===== config.mk =====
export PLATFORM = sky130hd
export DESIGN_NAME = ffa_cfg
export DESIGN_NICKNAME = d
export VERILOG_FILES = /design/src/rtl/ffa_pkg.sv /design/src/rtl/ffa_cfg.sv
export SDC_FILE = /design/constraint.sdc
export NUM_CORES = 1
export LEC_CHECK = 0
export CAP_MARGIN = 10
export CELL_PAD_IN_SITES_DETAIL_PLACEMENT = 1
export CELL_PAD_IN_SITES_GLOBAL_PLACEMENT = 2
export CORE_MARGIN = 3
export CORE_UTILIZATION = 37
export CTS_CLUSTER_SIZE = 12
export DETAILED_ROUTE_END_ITERATION = 10
export DONT_BUFFER_PORTS = 1
export HOLD_SLACK_MARGIN = 0.06
export PLACE_DENSITY_LB_ADDON = 0.1
export SKIP_LAST_GASP = 1
export SLEW_MARGIN = 20
export SYNTH_ARGS = -nofsm -noshare
export SYNTH_HDL_FRONTEND = slang
export SYNTH_SLANG_ARGS = --single-unit

===== constraint.sdc =====
create_clock -name clk -period 2.2 [get_ports clk]
set_clock_uncertainty 0.1 [all_clocks]
set_input_delay 0 -clock clk [delete_from_list [all_inputs] [get_ports clk]]
set_output_delay 0 -clock clk [all_outputs]
set_load 0.02 [all_outputs]

===== src/rtl/ffa_pkg.sv =====
// shared types, codes and defaults of the first-fit free list allocator
`default_nettype none
package ffa_pkg;

    localparam int HEAP_UNITS_DEF = 65536;
    localparam int GROW_UNITS_DEF = 1024;

    localparam int REQ_W    = 20;
    localparam int UNIT_W   = 16;
    localparam int APB_AW   = 4;
    localparam int APB_DW   = 32;
    localparam int LOG2_W   = 3;
    localparam int MINC_W   = 7;
    localparam int LIMIT_W  = 17;

    localparam logic [LOG2_W-1:0]  UNIT_LOG2_RST = 3'd4;
    localparam logic [MINC_W-1:0]  MIN_CHUNK_RST = 7'd3;
    localparam logic [LIMIT_W-1:0] HEAP_LIMIT_RST = 17'd65536;

    localparam logic [1:0] REG_UNIT_LOG2  = 2'd0;
    localparam logic [1:0] REG_MIN_CHUNK  = 2'd1;
    localparam logic [1:0] REG_HEAP_LIMIT = 2'd2;

    localparam logic KIND_ALLOC   = 1'b0;
    localparam logic KIND_RELEASE = 1'b1;

    typedef enum logic [1:0] {
        STS_ALLOCATED = 2'd0,
        STS_RELEASED  = 2'd1,
        STS_IGNORED   = 2'd2,
        STS_NO_MEM    = 2'd3
    } status_t;

    typedef struct packed {
        logic [LOG2_W-1:0]  unit_size_log2;
        logic [MINC_W-1:0]  min_chunk_units;
        logic [LIMIT_W-1:0] heap_limit_units;
    } cfg_t;

    typedef struct packed {
        logic tag;
        logic prev;
        logic next;
    } mem_we_t;

    typedef enum logic [5:0] {
        ST_IDLE,
        ST_WALK_RD, ST_WALK_CK,
        ST_GROW, ST_GROW_INS, ST_GROW_PREV_RD, ST_GROW_PREV_CK, ST_GROW_PB_RD, ST_GROW_PB_CK,
        ST_USE_RD, ST_USE_CK, ST_USE_SET, ST_USE_SPLIT, ST_USE_INS,
        ST_REL_RD, ST_REL_CK, ST_REL_INS, ST_REL_PREV_RD, ST_REL_PREV_CK,
        ST_REL_PB_RD, ST_REL_PB_CK, ST_REL_NEXT_RD, ST_REL_NEXT_CK, ST_REL_NB_RD, ST_REL_NB_CK,
        ST_MRG_RDA, ST_MRG_RDB, ST_MRG_RMA, ST_MRG_RMB, ST_MRG_SET, ST_MRG_INS,
        ST_RM_RD, ST_RM_P, ST_RM_N,
        ST_INS_0, ST_INS_1,
        ST_SC_0, ST_SC_1,
        ST_DONE
    } state_t;

endpackage
`default_nettype wire


===== src/rtl/ffa_cfg.sv =====
// apb configuration registers of the allocator
`default_nettype none
module ffa_cfg (
    input  wire logic                       clk,
    input  wire logic                       rst_n,
    input  wire logic                       psel,
    input  wire logic                       penable,
    input  wire logic                       pwrite,
    input  wire logic [ffa_pkg::APB_AW-1:0] paddr,
    input  wire logic [ffa_pkg::APB_DW-1:0] pwdata,
    output logic      [ffa_pkg::APB_DW-1:0] prdata,
    output logic                            pready,
    output ffa_pkg::cfg_t                   cfg
);

    ffa_pkg::cfg_t cfg_reg;
    logic [1:0]    idx;
    logic          wr;

    assign idx    = paddr[3:2];
    assign wr     = psel & penable & pwrite;
    assign pready = 1'b1;
    assign cfg    = cfg_reg;

    always_ff @(posedge clk or negedge rst_n)
    begin
        if (!rst_n)
        begin
            cfg_reg.unit_size_log2   <= ffa_pkg::UNIT_LOG2_RST;
            cfg_reg.min_chunk_units  <= ffa_pkg::MIN_CHUNK_RST;
            cfg_reg.heap_limit_units <= ffa_pkg::HEAP_LIMIT_RST;
        end
        else if (wr)
        begin
            unique case (idx)
                ffa_pkg::REG_UNIT_LOG2:
                    cfg_reg.unit_size_log2 <= pwdata[ffa_pkg::LOG2_W-1:0];
                ffa_pkg::REG_MIN_CHUNK:
                    cfg_reg.min_chunk_units <= pwdata[ffa_pkg::MINC_W-1:0];
                ffa_pkg::REG_HEAP_LIMIT:
                    cfg_reg.heap_limit_units <= pwdata[ffa_pkg::LIMIT_W-1:0];
                default:
                    cfg_reg <= cfg_reg;
            endcase
        end
    end

    always_comb
    begin
        unique case (idx)
            ffa_pkg::REG_UNIT_LOG2:
                prdata = ffa_pkg::APB_DW'(cfg_reg.unit_size_log2);
            ffa_pkg::REG_MIN_CHUNK:
                prdata = ffa_pkg::APB_DW'(cfg_reg.min_chunk_units);
            ffa_pkg::REG_HEAP_LIMIT:
                prdata = ffa_pkg::APB_DW'(cfg_reg.heap_limit_units);
            default:
                prdata = '0;
        endcase
    end

endmodule
`default_nettype wire


==> impl_results.md, run 1 <==
* I/O pins at 101
* Top post-synthesis cells by area: dfrtp_1, mux2_2, buf_4
* CTS buffer count at 3
* Power Total at 1.46 mW
* Total Neg Setup Slack at 0 ns
* Fmax at 525 MHz
* Post-CTS setup buffers at 0
* Clock tree buffer depth at 2
* Vias in the first global route at 932
* Layout cells sized above 1 at 23.1%
* Fillcell total at 366
* Crit. End Element: async pin
* Num rows at 21
* CORE AREA at 3470 um^2
* Max-cap violations at 0
* Yosys reg bits at 27
* Post-synth EDFFs at 0
* Seq/Total Area, Yosys at 49.1%
* Worst path max stage delay at 0.89 ns
* Endpoints failing hold at 0
* Total Routed Length at 3210 um
* Max_slew headroom at 52.4%
* Initial DRT Pass Iterations at 2
* Clock Root Buffer: clkbuf_8
* Worst-Margin Slew at 0.713 ns
* Startpoint Class: primary input
* Cell mode on critical path: dlygate4sd3_1
* Sinks on Clock Net at 27
* Mapped Cells at 106
* Die area at 4520 um^2
* Synth Cell Area at 1390 um^2
* Peak VDD IR at 0.000332 V
* Slew Limit Fails at 0
* CP max FO at 17
* Initial antenna violation count at 0
* Avg Inst Size Synth at 13.1 um^2
* Hpwl dp at 2140 um
* Synth warn at 0
* Port bufs at 0
* Top-count cell post-synth: dfrtp_1
* Hold WS at 0.0798 ns
* Routed len/inst at 18.2 um
* Drt initial violations at 40
* Layout area overhead at 19.9%
* Cell variety after synth at 20
* Leak at 0.760 nW
* Max reg flops at 27
* Placed Area at 1350 um^2
* RSZ-0062 raised after global routing: false
* Die width at 67.2 um
* Worst path required time at 2.49 ns
* Residual DRC count at 0
* Global-route wire length before repair at 4750 um
* HP Class: in2reg
* Tcrit/Tclk final at 86.6%
* Clk slew on worst S/H paths at 0.09 ns
* Post-synth top area share at 41.5%
* Die Y at 67.2 um
* Cells along the critical path: dlygate4sd3_1 > dlygate4sd3_1 > buf_12 > dlygate4sd3_1
* Detail Route Antenna Nets at 0
* Post-layout nets at 172
* Final Setup Violations at 0
* CTS tree: yes
* Critical Path Slowest Stage Cell: dlygate4sd3_1
* Synth top cells by count: dfrtp_1, buf_4, mux2_2, and2_1, mux2_1
* Vias per cell at 4.86
* Ant. Diodes at 0
* Design area at 1660 um^2
* Via count at 856
* Global route overflow at 0
* Worst-skew pair later-pin latency at 0.26 ns
* Final RePlAce weighted congestion at 0.607
* CTS H-tree lvls at 1
* Synth Flop Type: dfrtp_1
* PD cells at 880 nW/um^2
* Worst EP arrival at 2.19 ns
* Final Core Density at 47.9%
* Tot GR Track Use at 14.5%
* Pin count of the biggest net entering global routing at 18
* Outcome: complete, no violations
* Starting density of the core at 40.0%
* Crit Path Class: in2async
* Tmin final at 1.91 ns
* Area leader, netlist: dfrtp_1
* Async S/R FF share, synth at 100%
## cells in the final DEF, fill, tap and decap left out
cell type and count:
or3b_1 1, nand3_2 1, nand2_1 3, dlygate4sd3_1 25
buf_12 1, mux2_1 8, nor3b_4 1, nor3_1 1
buf_4 1, clkbuf_8 3, mux2i_1 3, o21ai_0 3
mux2_2 12, clkbuf_1 1, and2_1 10, nor2b_1 1
mux2_4 7, dfrtp_1 23, dfstp_2 4, a22o_1 4
and2b_1 1, conb_1 16
## stage by stage
stage / instances / setup slack [ns]
2_1_floorplan: 120 / 0.956
3_3_place_gp: 146 / 0.867
3_5_place_dp: 146 / 0.863
4_1_cts: 176 / 0.257
5_1_grt: 176 / 0.118
6_report: 176 / 0.294
## worst max-delay path: cells and delay by family
| kind | cells | cell delay, ns |
|---|---|---|
| buffers and inverters | 4 | 2.18 |
## power breakdown
part | total [mW] | internal (mW) | switching (mW)
clock network | 0.280 | 0.130 | 0.151
logic | 0.303 | 0.157 | 0.146
registers | 0.880 | 0.624 | 0.255
## cell type report
cell class	count	area, um^2	area share, %
Clock buffer	4	45.0	2.71
Multi-Input combinational cell	72	601	36.1
Sequential cell	27	681	41.0
Tap cell	46	57.6	3.46
Timing Repair Buffer	27	278	16.7
## logic make-up after synthesis
logic type,count (synthesis),synth area share [%]
multiplexers,30,26.0
AO/OA/AOI/OAI,7,3.61
buffers and inverters,21,11.4
other,2,0.542
flip-flops,27,49.1
AND/OR/NAND/NOR,19,9.39
## per-layer routing
| layer | up-vias | global-route usage [%] | routed length (um) |
|---|---|---|---|
| li1 | 377 | - | - |
| met1 | 428 | 17.3 | 1280 |
| met2 | 49 | 25.6 | 1640 |
| met3 | 2 | 3.99 | 270 |
| met4 | 0 | 3.80 | 19 |
| met5 | - | 0 | 0 |
## path summary, 6_finish.rpt
path / slack, ns / startpoint / cells past startpoint / end
worst max register to register: 0.68 / cfg[1] / 2 / cfg[1]
worst min-delay path: 0.08 / pwrite / 3 / cfg[24]
worst max-delay path: 0.29 / rst_n / 4 / cfg[25]
min in group asynchronous: 0.58 / rst_n / 3 / cfg[6]
max in group clk: 0.37 / penable / 5 / cfg[0]
worst min register to register: 0.56 / cfg[13] / 1 / cfg[13]
## what timing repair did
item	CTS	global route
hold buffers	26	0
gates resized for setup	0	0
hold endpoints to repair	54	0
Note: power is estimated with default switching activity, not from simulation.
==> run 2, diff against run 1 <==
--- a/config.mk
+++ b/config.mk
@@ -6,15 +6,16 @@
 export NUM_CORES = 1
 export LEC_CHECK = 0
 export CAP_MARGIN = 10
-export CELL_PAD_IN_SITES_DETAIL_PLACEMENT = 1
-export CELL_PAD_IN_SITES_GLOBAL_PLACEMENT = 2
+export CELL_PAD_IN_SITES_DETAIL_PLACEMENT = 0
+export CELL_PAD_IN_SITES_GLOBAL_PLACEMENT = 1
 export CORE_MARGIN = 3
-export CORE_UTILIZATION = 37
+export CORE_UTILIZATION = 48
 export CTS_CLUSTER_SIZE = 12
 export DETAILED_ROUTE_END_ITERATION = 10
 export DONT_BUFFER_PORTS = 1
 export HOLD_SLACK_MARGIN = 0.06
 export PLACE_DENSITY_LB_ADDON = 0.1
+export REMOVE_ABC_BUFFERS = 1
 export SKIP_LAST_GASP = 1
 export SLEW_MARGIN = 20
 export SYNTH_ARGS = -nofsm -noshare
==> impl_results.md, run 2 (same netlist as run 1, synthesis figures left out) <==
* Global-route wire length before repair at 4610 um (-3.1%)
* Total Routed Length at 3030 um (-5.6%)
* Critical Path Slowest Stage Cell: dlygate4sd3_1
* HP Class: in2async
* Crit. End Element: flop
* PD cells at 846 nW/um^2 (-3.9%)
* Peak VDD IR at 0.000694 V (+110%)
* Leak at 0.791 nW (+4.1%)
* Commonest non-fill, non-tap cells in the layout: dlygate4sd3_1, dfrtp_1, conb_1
* Initial antenna violation count at 0 (unchanged)
* Worst-skew pair later-pin latency at 0.32 ns (+0.06 ns)
* Worst EP arrival at 2.14 ns (-0.05 ns)
* CTS resizes at 0 (unchanged)
* Fmax at 494 MHz (-5.9%)
* Residual DRC count at 0 (unchanged)
* Clk slew on worst S/H paths at 0.14 ns (+0.05 ns)
* Layout area overhead at 22.6%
* Worst path required time at 2.32 ns (-0.17 ns)
* Initial DRT Pass Iterations at 4 (+2)
* CTS buffer count at 3 (unchanged)
* Clock tree buffer depth at 2 (unchanged)
* CTS tree: yes
* Commonest non-fill, non-tap cell in the layout: dlygate4sd3_1
* Global route overflow at 0 (unchanged)
* Starting density of the core at 53.1% (+13 points)
* Worst path max stage delay at 0.56 ns (-0.33 ns)
* Hold WS at 0.119 ns (+0.0391 ns)
* Layout cells sized above 1 at 23.2% (+0.11 points)
* Port bufs at 0 (unchanged)
* Worst-Margin Slew at 0.682 ns (-0.0307 ns)
* Via count at 882 (+3.0%)
* Die area at 3570 um^2 (-21%)
* Die Y at 59.7 um (-11%)
* CTS H-tree lvls at 1 (unchanged)
* Max-cap violations at 0 (unchanged)
* Detail Route Antenna Nets at 0 (unchanged)
* Final RePlAce weighted congestion at 0.700 (+15%)
* Tcrit/Tclk final at 92.0% (+5.4 points)
* Cells along the critical path: dlygate4sd3_1 > nand3_2 > nor3b_4 > buf_4 > mux2_1 > dlygate4sd3_1
* Routed len/inst at 18.0 um (-1.1%)
* Ant. Diodes at 0 (unchanged)
* Post-CTS setup buffers at 0 (unchanged)
* Die width at 59.7 um (-11%)
* Max reg flops at 27 (unchanged)
* Final Setup Violations at 0 (unchanged)
* Hpwl dp at 1900 um (-11%)
* Pin count of the biggest net entering global routing at 24 (+6)
* Slew Limit Fails at 0 (unchanged)
* Crit Path Class: in2reg
* Post-layout nets at 180 (+4.7%)
* Outcome: complete, no violations
* Vias in the first global route at 959 (+2.9%)
* Endpoints failing hold at 0 (unchanged)
* Sinks on Clock Net at 27 (unchanged)
* I/O pins at 101 (unchanged)
* Vias per cell at 5.25 (+7.9%)
* Clock Root Buffer: clkbuf_4
* Tmin final at 2.02 ns (+0.119 ns)
* Cell mode on critical path: dlygate4sd3_1
* Max_slew headroom at 54.1% (+1.7 points)
* Num rows at 18 (-14%)
* RSZ-0062 raised after global routing: false
* Total Neg Setup Slack at 0 ns (unchanged)
* Drt initial violations at 34 (-15%)
* CP max FO at 10 (-7)
* CORE AREA at 2610 um^2 (-25%)
* Tot GR Track Use at 17.6% (+3.1 points)
* Startpoint Class: primary input
==> run 2: cell count changes in the layout (fill, tap and decap cells not counted), sizes merged <==
cell	before	now
clkinv	0	1
buf	2	3
dlygate4sd3	25	32
clkbuf	4	3
==> run 2: what timing repair did <==
action | in CTS | in global routing
setup endpoints to repair | 0 | 0
hold endpoints to repair | 54 | 0
hold buffers | 34 | 0
==> run 2: worst max-delay path: cells and delay by family <==
kind / cells / cell delay [ns]
multiplexers: 1 / 0.34
AND/OR/NAND/NOR: 2 / 0.43
buffers and inverters: 3 / 1.36
==> run 2: final cells by class <==
cell class	instances	area, um^2
Multi-Input combinational cell	72	601
Timing Repair Buffer	35	353
Sequential cell	27	681
Fill cell	204	913
Clock inverter	1	5.00
Clock buffer	3	22.5
Tap cell	30	37.5
==> run 2: path summary, 6_finish.rpt <==
kind                            depth (start not counted)         to  startpoint  slack (ns)
worst min-delay path                                    2    cfg[18]       rst_n        0.12
max in group asynchronous                               3    cfg[14]       rst_n        1.39
min in group clk                                        1  prdata[1]    paddr[2]        0.13
worst min register to register                          1    cfg[16]     cfg[16]        0.58
worst max register to register                          2     cfg[8]      cfg[8]        0.62
worst max-delay path                                    6    cfg[10]     penable        0.18
==> run 2: per-stage QoR <==
stage / cell area (um^2) / setup slack (ns) / power (mW) / util (%) / instances
after detailed placement: 1330 / 0.758 / 1.13 / 50.8 / 130
after global placement: 1330 / 0.792 / 1.12 / 50.8 / 130
final: 1700 / 0.175 / 1.44 / 65.0 / 168
after CTS: 1700 / 0.181 / 1.45 / 65.2 / 168
after global routing: 1700 / 0.0978 / 1.52 / 65.0 / 168
after floorplan: 1280 / 0.910 / 1.08 / - / 99
==> run 2: power breakdown <==
group | switching, mW | total (mW) | internal (mW) | leakage (nW)
clock | 0.141 | 0.209 | 0.0681 | 0.0177
sequential | 0.252 | 0.876 | 0.624 | 0.324
combinational | 0.154 | 0.352 | 0.198 | 0.449
==> run 2: layer usage <==
metal | GRT usage (%) | part of all wire [%]
met3 | 6.05 | 9.4
met1 | 21.0 | 39
met5 | 0 | 0
met2 | 29.9 | 49
met4 | 4.75 | 1.7
