## src/rtl/ffa_pkg.sv

```systemverilog
// shared types, codes and defaults of the first-fit free list allocator
`default_nettype none
package ffa_pkg;

    localparam int HEAP_UNITS_DEF = 65536;
    localparam int GROW_UNITS_DEF = 1024;

    localparam int REQ_W    = 20;
    localparam int UNIT_W   = 16;
    localparam int APB_AW   = 4;
    localparam int APB_DW   = 32;
    localparam int LOG2_W   = 3;
    localparam int MINC_W   = 7;
    localparam int LIMIT_W  = 17;

    localparam logic [LOG2_W-1:0]  UNIT_LOG2_RST = 3'd4;
    localparam logic [MINC_W-1:0]  MIN_CHUNK_RST = 7'd3;
    localparam logic [LIMIT_W-1:0] HEAP_LIMIT_RST = 17'd65536;

    localparam logic [1:0] REG_UNIT_LOG2  = 2'd0;
    localparam logic [1:0] REG_MIN_CHUNK  = 2'd1;
    localparam logic [1:0] REG_HEAP_LIMIT = 2'd2;

    localparam logic KIND_ALLOC   = 1'b0;
    localparam logic KIND_RELEASE = 1'b1;

    typedef enum logic [1:0] {
        STS_ALLOCATED = 2'd0,
        STS_RELEASED  = 2'd1,
        STS_IGNORED   = 2'd2,
        STS_NO_MEM    = 2'd3
    } status_t;

    typedef struct packed {
        logic [LOG2_W-1:0]  unit_size_log2;
        logic [MINC_W-1:0]  min_chunk_units;
        logic [LIMIT_W-1:0] heap_limit_units;
    } cfg_t;

    typedef struct packed {
        logic tag;
        logic prev;
        logic next;
    } mem_we_t;

    typedef enum logic [5:0] {
        ST_IDLE,
        ST_WALK_RD, ST_WALK_CK,
        ST_GROW, ST_GROW_INS, ST_GROW_PREV_RD, ST_GROW_PREV_CK, ST_GROW_PB_RD, ST_GROW_PB_CK,
        ST_USE_RD, ST_USE_CK, ST_USE_SET, ST_USE_SPLIT, ST_USE_INS,
        ST_REL_RD, ST_REL_CK, ST_REL_INS, ST_REL_PREV_RD, ST_REL_PREV_CK,
        ST_REL_PB_RD, ST_REL_PB_CK, ST_REL_NEXT_RD, ST_REL_NEXT_CK, ST_REL_NB_RD, ST_REL_NB_CK,
        ST_MRG_RDA, ST_MRG_RDB, ST_MRG_RMA, ST_MRG_RMB, ST_MRG_SET, ST_MRG_INS,
        ST_RM_RD, ST_RM_P, ST_RM_N,
        ST_INS_0, ST_INS_1,
        ST_SC_0, ST_SC_1,
        ST_DONE
    } state_t;

endpackage
`default_nettype wire

```

## src/rtl/ffa_seq.sv

```systemverilog
// sequencer and datapath that walk and edit the free list
`default_nettype none
module ffa_seq #(
    parameter int HEAP_UNITS = ffa_pkg::HEAP_UNITS_DEF,
    parameter int GROW_UNITS = ffa_pkg::GROW_UNITS_DEF,
    localparam int AW = $clog2(HEAP_UNITS),
    localparam int PW = AW + 1,
    localparam int SW = AW + 1,
    localparam int NW = (AW + 2 > 21) ? AW + 2 : 21
) (
    input  wire logic                        clk,
    input  wire logic                        rst_n,
    input  wire ffa_pkg::cfg_t               cfg,
    input  wire logic                        in_valid,
    output logic                             in_stall,
    input  wire logic                        kind,
    input  wire logic [ffa_pkg::REQ_W-1:0]   request_bytes,
    input  wire logic [ffa_pkg::UNIT_W-1:0]  release_unit,
    output logic                             out_valid,
    input  wire logic                        out_stall,
    output logic      [1:0]                  status,
    output logic      [ffa_pkg::UNIT_W-1:0]  payload_unit,
    output logic      [NW-1:0]               m_addr,
    output ffa_pkg::mem_we_t                 m_we,
    output logic      [SW:0]                 m_tag_w,
    output logic      [PW-1:0]               m_prev_w,
    output logic      [PW-1:0]               m_next_w,
    input  wire logic [SW:0]                 m_tag_r,
    input  wire logic [PW-1:0]               m_prev_r,
    input  wire logic [PW-1:0]               m_next_r
);

    localparam logic [PW-1:0] NIL = '1;

    ffa_pkg::state_t  state_reg, state_next;
    ffa_pkg::state_t  ret_reg, ret_next;
    ffa_pkg::state_t  mret_reg, mret_next;
    logic [PW-1:0]    head_reg, head_next;
    logic [SW-1:0]    hend_reg, hend_next;
    logic             out_valid_reg, out_valid_next;

    logic [NW-1:0]    need_reg, need_next;
    logic [NW-1:0]    cur_reg, cur_next;
    logic [NW-1:0]    fnd_reg, fnd_next;
    logic [NW-1:0]    aux_reg, aux_next;
    logic [AW:0]      cnt_reg, cnt_next;
    logic [NW-1:0]    sa_reg, sa_next;
    logic [NW-1:0]    sb_reg, sb_next;
    logic [NW-1:0]    arga_reg, arga_next;
    logic [NW-1:0]    argu_reg, argu_next;
    logic             argb_reg, argb_next;
    logic [PW-1:0]    rmp_reg, rmp_next;
    logic [PW-1:0]    rmn_reg, rmn_next;
    logic [NW-1:0]    ma_reg, ma_next;
    logic [NW-1:0]    mb_reg, mb_next;
    ffa_pkg::status_t st_reg, st_next;
    logic [ffa_pkg::UNIT_W-1:0] pay_reg, pay_next;
    ffa_pkg::status_t sts_out_reg, sts_out_next;
    logic [ffa_pkg::UNIT_W-1:0] pay_out_reg, pay_out_next;

    logic [NW-1:0]    r_size;
    logic             r_busy;
    logic [NW-1:0]    rnd;
    logic [NW-1:0]    need_calc;
    logic [NW-1:0]    gneed;
    logic [NW-1:0]    cap;
    logic [NW-1:0]    minc;
    logic [NW-1:0]    hend_n;

    assign r_size    = NW'(m_tag_r[SW:1]);
    assign r_busy    = m_tag_r[0];
    assign rnd       = NW'(request_bytes) + (NW'(1) << cfg.unit_size_log2) - NW'(1);
    assign need_calc = (rnd >> cfg.unit_size_log2) + NW'(2);
    assign gneed     = (need_reg < NW'(GROW_UNITS)) ? NW'(GROW_UNITS) : need_reg;
    assign cap       = (NW'(cfg.heap_limit_units) < NW'(HEAP_UNITS))
                       ? NW'(cfg.heap_limit_units) : NW'(HEAP_UNITS);
    assign minc      = (cfg.min_chunk_units == '0) ? NW'(1) : NW'(cfg.min_chunk_units);
    assign hend_n    = NW'(hend_reg);

    assign in_stall     = state_reg != ffa_pkg::ST_IDLE;
    assign out_valid    = out_valid_reg;
    assign status       = sts_out_reg;
    assign payload_unit = pay_out_reg;

    always_ff @(posedge clk or negedge rst_n)
    begin
        if (!rst_n)
        begin
            state_reg     <= ffa_pkg::ST_IDLE;
            ret_reg       <= ffa_pkg::ST_IDLE;
            mret_reg      <= ffa_pkg::ST_IDLE;
            head_reg      <= NIL;
            hend_reg      <= '0;
            out_valid_reg <= 1'b0;
        end
        else
        begin
            state_reg     <= state_next;
            ret_reg       <= ret_next;
            mret_reg      <= mret_next;
            head_reg      <= head_next;
            hend_reg      <= hend_next;
            out_valid_reg <= out_valid_next;
        end
    end

    always_ff @(posedge clk)
    begin
        need_reg    <= need_next;
        cur_reg     <= cur_next;
        fnd_reg     <= fnd_next;
        aux_reg     <= aux_next;
        cnt_reg     <= cnt_next;
        sa_reg      <= sa_next;
        sb_reg      <= sb_next;
        arga_reg    <= arga_next;
        argu_reg    <= argu_next;
        argb_reg    <= argb_next;
        rmp_reg     <= rmp_next;
        rmn_reg     <= rmn_next;
        ma_reg      <= ma_next;
        mb_reg      <= mb_next;
        st_reg      <= st_next;
        pay_reg     <= pay_next;
        sts_out_reg <= sts_out_next;
        pay_out_reg <= pay_out_next;
    end

    always_comb
    begin
        state_next     = state_reg;
        ret_next       = ret_reg;
        mret_next      = mret_reg;
        head_next      = head_reg;
        hend_next      = hend_reg;
        out_valid_next = out_valid_reg;
        need_next      = need_reg;
        cur_next       = cur_reg;
        fnd_next       = fnd_reg;
        aux_next       = aux_reg;
        cnt_next       = cnt_reg;
        sa_next        = sa_reg;
        sb_next        = sb_reg;
        arga_next      = arga_reg;
        argu_next      = argu_reg;
        argb_next      = argb_reg;
        rmp_next       = rmp_reg;
        rmn_next       = rmn_reg;
        ma_next        = ma_reg;
        mb_next        = mb_reg;
        st_next        = st_reg;
        pay_next       = pay_reg;
        sts_out_next   = sts_out_reg;
        pay_out_next   = pay_out_reg;
        m_addr         = '0;
        m_we           = '0;
        m_tag_w        = '0;
        m_prev_w       = '0;
        m_next_w       = '0;

        if (out_valid_reg && !out_stall)
            out_valid_next = 1'b0;

        unique case (state_reg)
            ffa_pkg::ST_IDLE:
            begin
                if (in_valid)
                begin
                    pay_next = '0;
                    if (kind == ffa_pkg::KIND_ALLOC)
                    begin
                        if (request_bytes == '0)
                        begin
                            st_next    = ffa_pkg::STS_IGNORED;
                            state_next = ffa_pkg::ST_DONE;
                        end
                        else
                        begin
                            need_next  = need_calc;
                            cur_next   = (head_reg == NIL) ? '1 : NW'(head_reg);
                            cnt_next   = '0;
                            state_next = ffa_pkg::ST_WALK_RD;
                        end
                    end
                    else
                    begin
                        if (release_unit == '0)
                        begin
                            st_next    = ffa_pkg::STS_IGNORED;
                            state_next = ffa_pkg::ST_DONE;
                        end
                        else
                        begin
                            cur_next   = NW'(release_unit) - NW'(1);
                            state_next = ffa_pkg::ST_REL_RD;
                        end
                    end
                end
            end

            // first-fit walk, one list entry per read
            ffa_pkg::ST_WALK_RD:
            begin
                if (cur_reg >= NW'(HEAP_UNITS) || NW'(cnt_reg) >= NW'(HEAP_UNITS))
                    state_next = ffa_pkg::ST_GROW;
                else
                begin
                    m_addr     = cur_reg;
                    state_next = ffa_pkg::ST_WALK_CK;
                end
            end
            ffa_pkg::ST_WALK_CK:
            begin
                if (r_size >= need_reg)
                begin
                    fnd_next   = cur_reg;
                    state_next = ffa_pkg::ST_USE_RD;
                end
                else
                begin
                    cur_next   = (m_next_r == NIL) ? '1 : NW'(m_next_r);
                    cnt_next   = cnt_reg + 1'b1;
                    state_next = ffa_pkg::ST_WALK_RD;
                end
            end

            ffa_pkg::ST_GROW:
            begin
                if (hend_n > cap || gneed > cap - hend_n)
                begin
                    st_next    = ffa_pkg::STS_NO_MEM;
                    state_next = ffa_pkg::ST_DONE;
                end
                else
                begin
                    cur_next   = hend_n;
                    hend_next  = SW'(hend_n + gneed);
                    arga_next  = hend_n;
                    argu_next  = gneed;
                    argb_next  = 1'b0;
                    ret_next   = ffa_pkg::ST_GROW_INS;
                    state_next = ffa_pkg::ST_SC_0;
                end
            end
            ffa_pkg::ST_GROW_INS:
            begin
                arga_next  = cur_reg;
                ret_next   = ffa_pkg::ST_GROW_PREV_RD;
                state_next = ffa_pkg::ST_INS_0;
            end
            ffa_pkg::ST_GROW_PREV_RD:
            begin
                fnd_next = cur_reg;
                if (cur_reg == '0)
                    state_next = ffa_pkg::ST_USE_RD;
                else
                begin
                    m_addr     = cur_reg - NW'(1);
                    state_next = ffa_pkg::ST_GROW_PREV_CK;
                end
            end
            ffa_pkg::ST_GROW_PREV_CK:
            begin
                if (r_size == '0 || r_size > cur_reg)
                    state_next = ffa_pkg::ST_USE_RD;
                else
                begin
                    aux_next   = cur_reg - r_size;
                    state_next = ffa_pkg::ST_GROW_PB_RD;
                end
            end
            ffa_pkg::ST_GROW_PB_RD:
            begin
                m_addr     = aux_reg;
                state_next = ffa_pkg::ST_GROW_PB_CK;
            end
            ffa_pkg::ST_GROW_PB_CK:
            begin
                if (!r_busy)
                begin
                    fnd_next   = aux_reg;
                    ma_next    = aux_reg;
                    mb_next    = cur_reg;
                    mret_next  = ffa_pkg::ST_USE_RD;
                    state_next = ffa_pkg::ST_MRG_RDA;
                end
                else
                    state_next = ffa_pkg::ST_USE_RD;
            end

            // take the chunk, split when the rest is big enough
            ffa_pkg::ST_USE_RD:
            begin
                m_addr     = fnd_reg;
                state_next = ffa_pkg::ST_USE_CK;
            end
            ffa_pkg::ST_USE_CK:
            begin
                sa_next    = r_size;
                arga_next  = fnd_reg;
                ret_next   = ffa_pkg::ST_USE_SET;
                state_next = ffa_pkg::ST_RM_RD;
            end
            ffa_pkg::ST_USE_SET:
            begin
                st_next    = ffa_pkg::STS_ALLOCATED;
                pay_next   = ffa_pkg::UNIT_W'(fnd_reg + NW'(1));
                arga_next  = fnd_reg;
                argb_next  = 1'b1;
                state_next = ffa_pkg::ST_SC_0;
                if (sa_reg < need_reg + minc)
                begin
                    argu_next = sa_reg;
                    ret_next  = ffa_pkg::ST_DONE;
                end
                else
                begin
                    argu_next = need_reg;
                    ret_next  = ffa_pkg::ST_USE_SPLIT;
                end
            end
            ffa_pkg::ST_USE_SPLIT:
            begin
                arga_next  = fnd_reg + need_reg;
                argu_next  = sa_reg - need_reg;
                argb_next  = 1'b0;
                ret_next   = ffa_pkg::ST_USE_INS;
                state_next = ffa_pkg::ST_SC_0;
            end
            ffa_pkg::ST_USE_INS:
            begin
                arga_next  = fnd_reg + need_reg;
                ret_next   = ffa_pkg::ST_DONE;
                state_next = ffa_pkg::ST_INS_0;
            end

            // release and coalesce
            ffa_pkg::ST_REL_RD:
            begin
                m_addr     = cur_reg;
                state_next = ffa_pkg::ST_REL_CK;
            end
            ffa_pkg::ST_REL_CK:
            begin
                if (cur_reg >= hend_n || !r_busy || r_size == '0 || r_size > hend_n - cur_reg)
                begin
                    st_next    = ffa_pkg::STS_IGNORED;
                    state_next = ffa_pkg::ST_DONE;
                end
                else
                begin
                    st_next    = ffa_pkg::STS_RELEASED;
                    arga_next  = cur_reg;
                    argu_next  = r_size;
                    argb_next  = 1'b0;
                    ret_next   = ffa_pkg::ST_REL_INS;
                    state_next = ffa_pkg::ST_SC_0;
                end
            end
            ffa_pkg::ST_REL_INS:
            begin
                arga_next  = cur_reg;
                ret_next   = ffa_pkg::ST_REL_PREV_RD;
                state_next = ffa_pkg::ST_INS_0;
            end
            ffa_pkg::ST_REL_PREV_RD:
            begin
                if (cur_reg == '0)
                    state_next = ffa_pkg::ST_REL_NEXT_RD;
                else
                begin
                    m_addr     = cur_reg - NW'(1);
                    state_next = ffa_pkg::ST_REL_PREV_CK;
                end
            end
            ffa_pkg::ST_REL_PREV_CK:
            begin
                if (r_size == '0 || r_size > cur_reg)
                    state_next = ffa_pkg::ST_REL_NEXT_RD;
                else
                begin
                    aux_next   = cur_reg - r_size;
                    state_next = ffa_pkg::ST_REL_PB_RD;
                end
            end
            ffa_pkg::ST_REL_PB_RD:
            begin
                m_addr     = aux_reg;
                state_next = ffa_pkg::ST_REL_PB_CK;
            end
            ffa_pkg::ST_REL_PB_CK:
            begin
                if (!r_busy)
                begin
                    ma_next    = aux_reg;
                    mb_next    = cur_reg;
                    cur_next   = aux_reg;
                    mret_next  = ffa_pkg::ST_REL_NEXT_RD;
                    state_next = ffa_pkg::ST_MRG_RDA;
                end
                else
                    state_next = ffa_pkg::ST_REL_NEXT_RD;
            end
            ffa_pkg::ST_REL_NEXT_RD:
            begin
                m_addr     = cur_reg;
                state_next = ffa_pkg::ST_REL_NEXT_CK;
            end
            ffa_pkg::ST_REL_NEXT_CK:
            begin
                if (r_size == '0 || cur_reg + r_size >= hend_n)
                    state_next = ffa_pkg::ST_DONE;
                else
                begin
                    aux_next   = cur_reg + r_size;
                    state_next = ffa_pkg::ST_REL_NB_RD;
                end
            end
            ffa_pkg::ST_REL_NB_RD:
            begin
                m_addr     = aux_reg;
                state_next = ffa_pkg::ST_REL_NB_CK;
            end
            ffa_pkg::ST_REL_NB_CK:
            begin
                if (!r_busy)
                begin
                    ma_next    = cur_reg;
                    mb_next    = aux_reg;
                    mret_next  = ffa_pkg::ST_DONE;
                    state_next = ffa_pkg::ST_MRG_RDA;
                end
                else
                    state_next = ffa_pkg::ST_DONE;
            end

            // merge b into a
            ffa_pkg::ST_MRG_RDA:
            begin
                m_addr     = ma_reg;
                state_next = ffa_pkg::ST_MRG_RDB;
            end
            ffa_pkg::ST_MRG_RDB:
            begin
                sa_next    = r_size;
                m_addr     = mb_reg;
                state_next = ffa_pkg::ST_MRG_RMA;
            end
            ffa_pkg::ST_MRG_RMA:
            begin
                sb_next    = r_size;
                arga_next  = ma_reg;
                ret_next   = ffa_pkg::ST_MRG_RMB;
                state_next = ffa_pkg::ST_RM_RD;
            end
            ffa_pkg::ST_MRG_RMB:
            begin
                arga_next  = mb_reg;
                ret_next   = ffa_pkg::ST_MRG_SET;
                state_next = ffa_pkg::ST_RM_RD;
            end
            ffa_pkg::ST_MRG_SET:
            begin
                arga_next  = ma_reg;
                argu_next  = sa_reg + sb_reg;
                argb_next  = 1'b0;
                ret_next   = ffa_pkg::ST_MRG_INS;
                state_next = ffa_pkg::ST_SC_0;
            end
            ffa_pkg::ST_MRG_INS:
            begin
                arga_next  = ma_reg;
                ret_next   = mret_reg;
                state_next = ffa_pkg::ST_INS_0;
            end

            // unlink from the free list
            ffa_pkg::ST_RM_RD:
            begin
                m_addr     = arga_reg;
                state_next = ffa_pkg::ST_RM_P;
            end
            ffa_pkg::ST_RM_P:
            begin
                rmp_next = m_prev_r;
                rmn_next = m_next_r;
                if (m_prev_r != NIL)
                begin
                    m_addr      = NW'(m_prev_r);
                    m_we.next   = 1'b1;
                    m_next_w    = m_next_r;
                end
                else
                    head_next = m_next_r;
                state_next = ffa_pkg::ST_RM_N;
            end
            ffa_pkg::ST_RM_N:
            begin
                if (rmn_reg != NIL)
                begin
                    m_addr    = NW'(rmn_reg);
                    m_we.prev = 1'b1;
                    m_prev_w  = rmp_reg;
                end
                state_next = ret_reg;
            end

            // push at the list head
            ffa_pkg::ST_INS_0:
            begin
                m_addr     = arga_reg;
                m_we.prev  = 1'b1;
                m_we.next  = 1'b1;
                m_prev_w   = NIL;
                m_next_w   = head_reg;
                state_next = ffa_pkg::ST_INS_1;
            end
            ffa_pkg::ST_INS_1:
            begin
                if (head_reg != NIL)
                begin
                    m_addr    = NW'(head_reg);
                    m_we.prev = 1'b1;
                    m_prev_w  = PW'(arga_reg);
                end
                head_next  = PW'(arga_reg);
                state_next = ret_reg;
            end

            // header and footer tags
            ffa_pkg::ST_SC_0:
            begin
                m_addr     = arga_reg;
                m_we.tag   = 1'b1;
                m_tag_w    = {SW'(argu_reg), argb_reg};
                state_next = ffa_pkg::ST_SC_1;
            end
            ffa_pkg::ST_SC_1:
            begin
                if (argu_reg != '0)
                begin
                    m_addr   = arga_reg + argu_reg - NW'(1);
                    m_we.tag = 1'b1;
                    m_tag_w  = {SW'(argu_reg), argb_reg};
                end
                state_next = ret_reg;
            end

            ffa_pkg::ST_DONE:
            begin
                if (!out_valid_reg || !out_stall)
                begin
                    out_valid_next = 1'b1;
                    sts_out_next   = st_reg;
                    pay_out_next   = (st_reg == ffa_pkg::STS_ALLOCATED) ? pay_reg : '0;
                    state_next     = ffa_pkg::ST_IDLE;
                end
            end

            default:
                state_next = ffa_pkg::ST_IDLE;
        endcase
    end

endmodule
`default_nettype wire

```

## config.mk

```make
export PLATFORM = sky130hd
export DESIGN_NAME = ffa_seq
export DESIGN_NICKNAME = d
export VERILOG_FILES = /design/src/rtl/ffa_pkg.sv /design/src/rtl/ffa_seq.sv
export SDC_FILE = /design/constraint.sdc
export NUM_CORES = 1
export LEC_CHECK = 0
export BUFFER_PORTS_ARGS = -buffer_cell sky130_fd_sc_hd__buf_2
export CAP_MARGIN = 40
export CORE_MARGIN = 1
export CORE_UTILIZATION = 40
export CTS_CLUSTER_SIZE = 24
export DETAILED_ROUTE_END_ITERATION = 16
export PLACE_DENSITY = 0.55
export SKIP_LAST_GASP = 1
export SYNTH_ARGS = -nofsm -noshare
export SYNTH_HDL_FRONTEND = slang
export SYNTH_SLANG_ARGS = --single-unit
```

## constraint.sdc

```tcl
create_clock -name clk -period 14.5 [get_ports clk]
set_input_delay 0.725 -clock clk [delete_from_list [all_inputs] [get_ports clk]]
set_output_delay 0.725 -clock clk [all_outputs]
set_load 0.005 [all_outputs]
```

==> results by group <==
Layout
  – Most frequent cells in the layout: nand2_1 (320), ha_1 (313), edfxtp_1 (290)
  – Commonest non-fill, non-tap cell in the layout: nand2_1
  – N_diodes: 0
  – Filler instances: 7744
  – Area Overhead vs Synth: 12.4%
  – Count of nets after finishing: 4179
  – Share of cells above drive strength 1: 12.1%

Routing
  – Drt wl/cell: 25.4 um
  – Routed vias: 29.6k
  – Pre-antenna DRT Iters: 7
  – Drt total wl: 122 mm
  – Vias per cell: 6.15
  – Antenna-violating nets left: 0
  – DRT iter0 DRCs: 3217
  – Drc violations: 0

Global route
  – GRT met2 Usage: 47.5%
  – GRT busiest layer: met2
  – First-pass GRT wire length: 179 mm
  – Total GRT Usage: 30.2%
  – Met1 usage: 41.2%
  – Pin count of the biggest net entering global routing: 53
  – Initial antenna violation count: 3
  – GR Layer Usage met3: 5.67%
  – Gr ovfl total: 0
  – Vias in the first global route: 27.3k

Setup path
  – Critical-path maximum fanout: 28
  – Worst EP required: 14.84 ns
  – Crit path launch type: input pin
  – FF-to-FF setup slack: 8.48 ns
  – Worst reg2reg path startpoint: hend_reg[1]
  – R2R Path End: argu_reg[2]
  – Worst path cell trace: buf_2 > inv_1 > nor2_1 > nand2_1 > ha_1 > inv_1 > ha_1 > a211o_1 > a2111oi_2 > nor3_1 > o21ai_0 > xor2_1 > mux4_2 > nor4_1 > o21ai_1 > or3_2 > nor4b_2 > mux2_1
  – Worst Path Buf+Inv: 3
  – Crit. End Element: flop
  – CP Class: input pin to flop
  – Kind of cell adding the most delay to the critical path: simple AND/OR/NAND/NOR gates
  – Worst EP arrival: 6.71 ns
  – Worst reg2reg path depth: 25
  – Crit path max-delay cell type: a2111oi_2
  – Biggest cell delay along the critical path: 0.66 ns

Floorplan
  – # rows: 102
  – Initial Util: 40.4%
  – Core Box Area: 77300 um^2
  – Chip height: 282 um
  – I/O pin count: 216
  – Die ar.: 79300 um^2
  – Die X: 282 um

Logic synthesis
  – Syn avg cell area: 8.76 um^2
  – Post-synth EDFFs: 290
  – Area of the mapped netlist: 31300 um^2
  – Synth Warn #: 0
  – Synth area leaders: edfxtp_1 (28%), ha_1 (13%), o21ai_0 (4.3%)
  – Synth async-reset ratio: 15.2%
  – Top cell type's share of synthesized area: 27.9%
  – Post-synth top area cell: edfxtp_1
  – Top_reg_cell synth: edfxtp_1
  – Cell variety after synth: 105
  – Mapped Cells: 3567
  – Post-synth net total: 4011
  – #FFs+latches synth: 342
  – Sequential fraction of the synthesis area: 32.1%

Timing
  – Final setup viols: 0
  – Clock Skews: 0.0301 ns
  – Hold Fails Final Rpt: 0
  – Period utilization: 43.9%
  – Period minus WS final: 6.37 ns
  – Peak Freq: 157 MHz
  – RSZ-0062 raised after global routing: no
  – Final setup TNS: 0 ns
  – Worst-margin pin slew: 0.903 ns
  – Max-slew headroom: 39.8%
  – Count of final max-slew check failures: 0
  – Worst hold margin: 0.335 ns

Worst hold path
  – WHS Path Cells: 1
  – Hold Path End: rmp_reg[12]
  – Hold Crit Start: m_prev_r[12]
  – Class of the worst hold path: input pin to flop

Clock network
  – Clock transition at path regs: 0.06 ns
  – Worst-Skew Late Latency: 0.61 ns
  – Post_cts resized: 0
  – Post-CTS Setup Inserts: 0
  – Hold_buf cts: 0
  – H-tree depth: 2
  – TritonCTS clock tree: yes
  – Root Buffer: clkbuf_16
  – Longest Clk Path Bufs: 3
  – Inserted Clock Buffers: 43
  – Clock sink count: 342

Flow run
  – Max-Cap Viols: 0

Placement
  – Buffers on Ports: 215
  – GPL Wtd Cong: 0.993
  – Dpl hpwl: 96.3 mm

Power and ir drop
  – Clock power share: 17.0%
  – P_int: 3.59 mW
  – Pwr Density: 191 nW/um^2
  – Switching Fraction: 46.5%
  – Sequential Power Share: 27.7%
  – VDD IR-drop max: 0.110 mV
  – P_leak: 14.8 nW
  – Combinational share of power: 55.3%
  – NetSw: 3.12 mW

Outcome
  – Outcome: completed
[cells in the mapped netlist, types with 63 or more instances]
master    count
o21ai_0     266
ha_1        313
a21oi_1     243
clkbuf_1    143
nor2_1      256
edfxtp_1    290
xnor2_1     128
nand3_1      83
nand2_1     320
xor2_1       88
inv_1       267
nor3_1       86
nand4_1      63
a21o_1       88
[per-stage QoR]
step | total power, mW | std cells | util [%] | worst slack [ns] | instance area [um^2]
floorplan | 4.25 | 3567 | - | 8.24 | 31300
global placement | 5.47 | 4717 | 43.3 | 7.76 | 33500
detailed placement | 5.49 | 4730 | 43.6 | 7.60 | 33700
CTS | 6.66 | 4807 | 45.4 | 8.21 | 35100
global route | 7.17 | 4807 | 45.4 | 7.72 | 35100
finish | 6.72 | 4807 | 45.4 | 8.13 | 35100
[worst register-to-register path, stage by stage, from the launching register on]
cell	delay, ns
dfrtp_1	0.62
inv_1	0.25
ha_1	0.33
nor2b_1	0.12
o21ai_0	0.19
a21boi_0	0.11
o21ai_0	0.21
a21boi_0	0.12
o21ai_0	0.21
a21oi_1	0.14
o211a_1	0.25
o21a_1	0.17
o21ai_0	0.21
a21oi_1	0.19
ha_1	0.35
a21o_1	0.16
a21o_1	0.16
a21oi_1	0.14
o21ai_0	0.11
nor3_1	0.18
o22a_1	0.41
and2_1	0.19
buf_4	0.36
nor2_1	0.11
nor2_1	0.11
buf_4	0.29
[metal layers]
metal  vias to the layer above  wire (um)
li1                      13700          -
met1                     14200      52500
met2                      1371      54100
met3                       246      10500
met4                         4       4830
met5                         -         28
[worst max-delay path by stage]
stage / depth (start not counted) / slack (ns) / from / endpoint
6_report: 18 / 8.13 / cfg[25] / need_reg[18]
5_1_grt: 18 / 7.72 / cfg[25] / need_reg[18]
4_1_cts: 18 / 8.21 / cfg[25] / need_reg[18]
3_5_place_dp: 18 / 7.60 / cfg[25] / need_reg[18]
3_3_place_gp: 18 / 7.76 / cfg[25] / need_reg[18]
2_1_floorplan: 26 / 8.24 / cfg[16] / argu_reg[0]
[kinds of logic after synthesis]
group                      count (synthesis)  synth area share [%]
and+or+nand+nor                         1102                  17.2
AOI/OAI and AO/OA                       1073                  23.2
buffers and inverters                    430                  5.32
DFF                                      342                  32.1
adders and majority gates                324                  13.2
xor gates and xnor gates                 216                  6.05
muxes                                     80                  2.91
[power groups by stage]
stage          Sequential (mW)  Combinational (mW)  Clock [mW]
6_report                  1.86                3.72        1.14
3_3_place_gp              1.85                3.62           0
4_1_cts                   1.83                3.67        1.16
2_1_floorplan             1.61                2.64           0
3_5_place_dp              1.85                3.64           0
5_1_grt                   1.87                4.11        1.19
[layout make-up]
type	count	area, um^2	share of cell area [%]
Multi-Input combinational cell	2795	19700	56.0
Sequential cell	342	10000	28.5
Timing Repair Buffer	284	1670	4.76
Tap cell	1040	1300	3.70
Clock buffer	56	1120	3.20
Inverter	269	1010	2.87
Clock inverter	21	317	0.901
(Power assumes the default switching activity.)
